[config.mk]
export PLATFORM = sky130hd
export DESIGN_NAME = tccw_ctrl
export DESIGN_NICKNAME = d
export VERILOG_FILES = /design/src/design/tccw_pkg.sv /design/src/design/tccw_ctrl.sv
export SDC_FILE = /design/constraint.sdc
export NUM_CORES = 1
export LEC_CHECK = 0
export BUFFER_PORTS_ARGS = -buffer_cell sky130_fd_sc_hd__clkbuf_2
export CAP_MARGIN = 15
export CORE_MARGIN = 4
export CORE_UTILIZATION = 25
export CTS_CLUSTER_SIZE = 14
export DETAILED_ROUTE_END_ITERATION = 10
export GPL_ROUTABILITY_DRIVEN = 0
export REMOVE_ABC_BUFFERS = 1
export SLEW_MARGIN = 20
export SYNTH_ARGS = -nofsm -noshare
export SYNTH_HDL_FRONTEND = slang
export SYNTH_SLANG_ARGS = --single-unit
[constraint.sdc]
create_clock -name clk -period 1.3 [get_ports clk]
set_clock_uncertainty 0.15 [all_clocks]
set_input_delay 0.26 -clock clk [delete_from_list [all_inputs] [get_ports clk]]
set_output_delay 0.26 -clock clk [all_outputs]
set_load 0.02 [all_outputs]
[src/design/tccw_pkg.sv]
// Shared types and constants for the text console character writer.
// No dependencies; every other design file except tccw_ram imports this package.
package tccw_pkg;

  localparam int KIND_W    = 2;
  localparam int CHAR_W    = 8;
  localparam int COL_W     = 7;
  localparam int ROW_W     = 6;
  localparam int OFS_W     = 13;
  localparam int CELL_W    = 16;
  localparam int ATTR_W    = 8;
  localparam int CFG_IDX_W = 2;
  localparam int CFG_W     = 3;
  localparam int TAB_STOP  = 8;

  typedef enum logic [KIND_W-1:0] {
    KIND_PUT   = 2'd0,
    KIND_SET   = 2'd1,
    KIND_CLEAR = 2'd2,
    KIND_READ  = 2'd3
  } kind_t;

  typedef enum logic [CFG_IDX_W-1:0] {
    CFG_FG_COLOR  = 2'd0,
    CFG_FG_BRIGHT = 2'd1,
    CFG_BG_COLOR  = 2'd2,
    CFG_BG_BRIGHT = 2'd3
  } cfg_reg_t;

  localparam logic [CHAR_W-1:0] CH_BS    = 8'h08;
  localparam logic [CHAR_W-1:0] CH_TAB   = 8'h09;
  localparam logic [CHAR_W-1:0] CH_LF    = 8'h0A;
  localparam logic [CHAR_W-1:0] CH_CR    = 8'h0D;
  localparam logic [CHAR_W-1:0] CH_SPACE = 8'h20;
  localparam logic [ATTR_W-1:0] RESET_ATTR = 8'h07;

  typedef enum logic [2:0] {
    ST_INIT,
    ST_IDLE,
    ST_DECODE,
    ST_CLEAR,
    ST_SCROLL_RD,
    ST_SCROLL_WR,
    ST_SCROLL_BLANK,
    ST_RESULT
  } state_t;

  // Controller to datapath
  typedef struct packed {
    logic take_in;     // latch the accepted item
    logic put;         // apply a put-character command
    logic set_cur;     // apply a set-cursor command
    logic home;        // cursor to origin, sweep index to zero
    logic fill_init;   // write reset blank at sweep index, advance
    logic fill_blank;  // write current blank at sweep index, advance
    logic copy_rd;     // read the cell one row below the sweep index
    logic copy_wr;     // write read data at sweep index, advance
    logic cell_rd;     // read the addressed cell
    logic put_out;     // load the output register
  } ctl_cmd_t;

  // Datapath to controller
  typedef struct packed {
    kind_t kind;
    logic  scroll_need;
    logic  last_cell;
    logic  last_copy;
    logic  out_free;
  } ctl_status_t;

endpackage

[src/design/tccw_ctrl.sv]
// Controller state machine: sequences the reset fill, commands, clears, scrolls and result loads.
// Depends on tccw_pkg.
module tccw_ctrl (
  input  logic                  clk,
  input  logic                  rst,
  input  logic                  in_valid,
  output logic                  in_ready,
  input  tccw_pkg::ctl_status_t status,
  output tccw_pkg::ctl_cmd_t    cmd
);

  import tccw_pkg::*;

  state_t state;
  state_t state_next;

  always_ff @(posedge clk) begin
    if (rst) begin
      state <= ST_INIT;
    end else begin
      state <= state_next;
    end
  end

  always_comb begin
    state_next = state;
    case (state)
      ST_INIT: begin
        if (status.last_cell) state_next = ST_IDLE;
      end
      ST_IDLE: begin
        if (in_valid) state_next = ST_DECODE;
      end
      ST_DECODE: begin
        case (status.kind)
          KIND_PUT:   state_next = status.scroll_need ? ST_SCROLL_RD : ST_RESULT;
          KIND_CLEAR: state_next = ST_CLEAR;
          default:    state_next = ST_RESULT;
        endcase
      end
      ST_CLEAR: begin
        if (status.last_cell) state_next = ST_RESULT;
      end
      ST_SCROLL_RD: state_next = ST_SCROLL_WR;
      ST_SCROLL_WR: begin
        state_next = status.last_copy ? ST_SCROLL_BLANK : ST_SCROLL_RD;
      end
      ST_SCROLL_BLANK: begin
        if (status.last_cell) state_next = ST_RESULT;
      end
      ST_RESULT: begin
        if (status.out_free) state_next = ST_IDLE;
      end
      default: state_next = ST_INIT;
    endcase
  end

  always_comb begin
    cmd      = '0;
    in_ready = 1'b0;
    case (state)
      ST_INIT: cmd.fill_init = 1'b1;
      ST_IDLE: begin
        in_ready    = 1'b1;
        cmd.take_in = in_valid;
      end
      ST_DECODE: begin
        case (status.kind)
          KIND_PUT:   cmd.put     = 1'b1;
          KIND_SET:   cmd.set_cur = 1'b1;
          KIND_CLEAR: cmd.home    = 1'b1;
          default:    cmd.cell_rd = 1'b1;
        endcase
      end
      ST_CLEAR:        cmd.fill_blank = 1'b1;
      ST_SCROLL_RD:    cmd.copy_rd    = 1'b1;
      ST_SCROLL_WR:    cmd.copy_wr    = 1'b1;
      ST_SCROLL_BLANK: cmd.fill_blank = 1'b1;
      ST_RESULT:       cmd.put_out    = status.out_free;
      default: ;
    endcase
  end

  a_one_writer: assert property (@(posedge clk) disable iff (rst)
    $onehot0({cmd.put, cmd.fill_init, cmd.fill_blank, cmd.copy_wr}))
    else $error("more than one RAM write source");

  a_copy_order: assert property (@(posedge clk) disable iff (rst)
    cmd.copy_wr |-> $past(cmd.copy_rd))
    else $error("scroll write without preceding read");

  a_out_slot: assert property (@(posedge clk) disable iff (rst)
    cmd.put_out |-> status.out_free)
    else $error("result loaded over a waiting item");

endmodule

After elaboration in Yosys (flattened, before gate mapping)
Index checks and enable logic that the tools add are counted.
{"block": "totals", "ff_bits": 3, "in_bits": 9, "output_inout_bits": 11, "wordCells": 40}
{"block": "op_classes", "eq_ne": 13, "mux": 21, "n_reduce_logical": 5}
{"operator": "3-bit one-hot mux with 7 select lines", "n": 1}
{"operator": "3-bit 2-to-1 mux", "n": 5}
{"operator": "3-bit equality test (second input constant)", "n": 4}
{"operator": "1-bit 2-to-1 mux", "n": 12}
{"operator": "3-bit by 2-bit equality test with 1-bit output (second input constant)", "n": 2}
{"operator": "2-bit inequality test (second input constant)", "n": 3}
{"operator": "3-bit one-hot mux with 2 select lines", "n": 1}
{"operator": "2-bit 2-to-1 mux", "n": 2}
{"operator": "4-bit AND reduction", "n": 1}
{"operator": "3-bit by 1-bit equality test with 1-bit output (second input constant)", "n": 1}
{"operator": "3-bit zero test", "n": 1}
{"operator": "3-bit OR reduction", "n": 1}
{"operator": "2-bit by 1-bit equality test with 1-bit output (second input constant)", "n": 1}
{"operator": "2-bit equality test (second input constant)", "n": 1}
{"operator": "2-bit zero test", "n": 1}
{"operator": "2-bit by 1-bit inequality test with 1-bit output (second input constant)", "n": 1}
{"operator": "2-bit OR reduction", "n": 1}

Depth between registers and ports, before layout
{"block": "logic_depth", "depth_word": 4, "depth_mapped": 5, "ltp_nobuf": 4}

Least setup slack after synthesis
No wires, ideal clock.
{"block": "synth_path", "path_type": "register -> output", "from": "reg state[2]", "to": "out cmd[8] (netlist bit)", "arrival_ps": 1240, "t_required_ps": 890, "setup_slack_ps": -350, "path_stages_with_launch": 5, "path_cell_list": "dfxtp_1 -> buf_6 -> inv_1 -> and3_1 -> nor3b_1"}
{"item": "start: declaration", "line": "tccw_ctrl.sv:14", "text": "state_t state;"}
{"item": "start signal: assignment", "line": "tccw_ctrl.sv:21", "text": "state <= state_next;"}
{"item": "end: declaration", "line": "tccw_ctrl.sv:9", "text": "output tccw_pkg::ctl_cmd_t cmd"}

==> impl_results.md <==
- Max VDD drop: a little over 0.0008 V
- Top delay family on crit path: flip-flops
- Proportion of layout cells with a drive suffix above 1: 0.685
- Critical path type: register to primary output
- Switching power: approximately 0.49 mW
- Initial antenna violation count: 0
- Final core occ: 0.598
- Reg clk slew, reported paths: 0.04 ns
- I/O pin cnt: 20
- Starting Density: 0.272
- Sequential power share: 0.136
- Cell Area, Synth: approximately 360 µm²
- CTS tree: done
- Synth Register Bits: 3
- Clk pwr share: 0.136
- CP Depth: 4
- Worst relative slew slack: 0.827
- GRT Overall Usage: 0.135
- Critical Path AT: 1.17 ns
- Final cell count without fillers: around 100
- Worst Tran Pin Value: 0.258 ns
- Max FFs per register: 3
- HP Class: input port to register
- Final WS setup: -0.280 ns
- Drt first-iter violations: 5
- HP Start: rst
- Pint: roughly 0.73 mW
- Leak: between 0.3 and 0.4 nW
- Yosys cell types: 26
- PD cells: about 1600 mW/mm²
- Crit path from: state[2]
- Post-route ant nets: 0
- Latest clock arrival within the worst-skew pair: 0.24 ns
- Synth top area cells: dfxtp_1, nor2_1, nor3_1
- Switching Fraction: 0.404
- Worst R2R Start: state[2]
- FMAX: around 0.63 GHz
- Area Growth Syn to Fin: 120%
- Failing checks: negative setup slack
- Nets@finish: just under 100
- Final period utilization: 1.22
- Post-CTS Hold Buffers: 0
- Synth area leader: dfxtp_1
- Worst R2R End: state[1]
- Outcome: complete, but fails checks
- Final Power: about 1.2 mW
- HPWL Detailed: 812 µm
- Avg Cell Area, Syn: about 7 µm²
- Clk buf depth: 2
- RSZ-0062 raised after global routing: yes
- Most common cell after layout, fill and taps aside: buf_4
- Avg WL per Cell: between 10 and 15 µm
- Core Region: around 0.0013 mm²
- Final Hold Viols: 0
- Critical path cell sequence: inv_2, and3_4, nor3b_2, buf_4
- Syn Inst Count: between 50 and 60
- Drt pass-1 iters: 4
- Max-slew violations: 0
- Final number of setup-violating endpoints: 14
- First-pass GRT wire length: 2040 µm
- Antenna cells: 0
- Grt total ovfl: 0
- Sequential share of the synthesized area: 0.168
- Vias/cell: 4.98
- Commonest non-fill, non-tap cells in the layout: buf_4, clkbuf_2, nor2_1, buf_6, nand2_1
- Root buffer cell: clkbuf_4
- CP bufs+invs: 2
- CP max-delay cell: dfxtp_4
- Cell row count: 13
- Die height: roughly 46 µm
- Synth top area share: 0.168
- Setup tns final: -2.94 ns
- Final WL: 1390 µm
- Vias in the first global route: between 400 and 500
- Htree depth: 1
- Top Registers: state x3
- CP Launch Type: register
- Total CTS buffers: 3
- Tmin final: 1.58 ns
- Flop2flop setup slack: -0.19 ns
- Die X-Extent: around 46 µm
- Crit-path max cell delay: 0.36 ns
- Drt drc: 0
- Largest net degree at the start of global routing: 8
- Max-cap viol count: 0
- DR vias: roughly 520
- Combinational power share: 0.728
- Crit-path max FO: 4
- Critical path data required time: about 0.89 ns
- Worst setup EP type: primary output
- Reg with most FFs: state
- Die ar.: 0.00210 mm²
- Port bufs: 19
- Number of placed instances, taps included: 93
- Critical Path End: cmd[8]
- Ys Warns: 0
- Clk sink count: 3
- Cells on worst reg2reg path: 6
through the flow:
| stage | cell area [µm²] | hold WS, ns | setup slack (ns) |
|---|---|---|---|
| 6_report | 788 | 0.100 | -0.280 |
| 5_1_grt | 788 | 0.0855 | -0.331 |
| 4_1_cts | 681 | 0.0993 | -0.267 |
| 3_5_place_dp | 526 | 0.353 | -0.156 |
| 3_3_place_gp | 526 | 0.350 | -0.138 |
| 2_1_floorplan | 337 | 0.175 | -0.404 |
layer usage:
metal  vias up  routed length (µm)  track usage
met5         -                   0            0
met4         0                   0       0.0511
met3         0                  85       0.0435
met2        17                 695        0.240
met1       240                 603        0.146
li1        261                   -            -
worst min-delay path by stage:
stage / slack [ns] / to / cells after the start
2_1_floorplan: 0.17 / state[0] / 1
3_3_place_gp: 0.35 / state[1] / 2
3_5_place_dp: 0.35 / state[0] / 2
4_1_cts: 0.1 / state[0] / 2
5_1_grt: 0.09 / state[0] / 2
6_report: 0.10 / state[0] / 2
cell families after synthesis:
kind of cell    count (synthesis)  synth area share
buf+inv                         7             0.101
xor+xnor                        1            0.0245
simple gates                   30             0.451
compound gates                 11             0.255
flops                           3             0.168
Yosys cell counts:
cell type / n
nor3_1: 4
a221oi_2: 1
nand2_1: 4
a311oi_1: 1
and2_1: 1
a21oi_1: 1
o21ai_0: 1
dfxtp_1: 3
xor2_1: 1
o31ai_1: 1
o311a_1: 1
nand2b_1: 2
a41o_1: 1
and3_1: 2
nor4b_2: 1
and3b_1: 1
nor2b_1: 2
o21ai_1: 2
nand3_1: 2
nor3b_1: 2
o21bai_1: 1
buf_6: 1
buf_2: 2
a211oi_2: 1
inv_1: 4
nor2_1: 9
repair_timing:
| item | 4_1_cts | 5_1_grt |
|---|---|---|
| pin swaps | 4 | 7 |
| setup endpoints to repair | 14 | 14 |
| setup buffers | 6 | 1 |
| resized for setup | 29 | 27 |
power by group through the flow:
stage	logic [mW]	registers (mW)	clock network (mW)
after detailed placement	0.530	0.156	0
after CTS	0.697	0.162	0.169
after global routing	0.946	0.168	0.189
after global placement	0.536	0.155	0
after floorplan	0.272	0.183	0
final	0.891	0.166	0.166
final cells by class:
class                      instances  area, µm²
clock buffer                       4       26.3
inverter                           4       15.0
sequential                         3       68.8
multi-input combinational         42        354
tap                               15       18.8
fill                             112        529
timing repair buffer              36        305
worst reg2reg max path, stage by stage (launching register included):
cell and delay (ns):
dfxtp_4 0.36, buf_12 0.13, buf_6 0.11, nor4b_4 0.26, nor3b_1 0.09, a21oi_1 0.19, a221oi_2 0.08
Note: power is estimated with default switching activity, not from simulation.
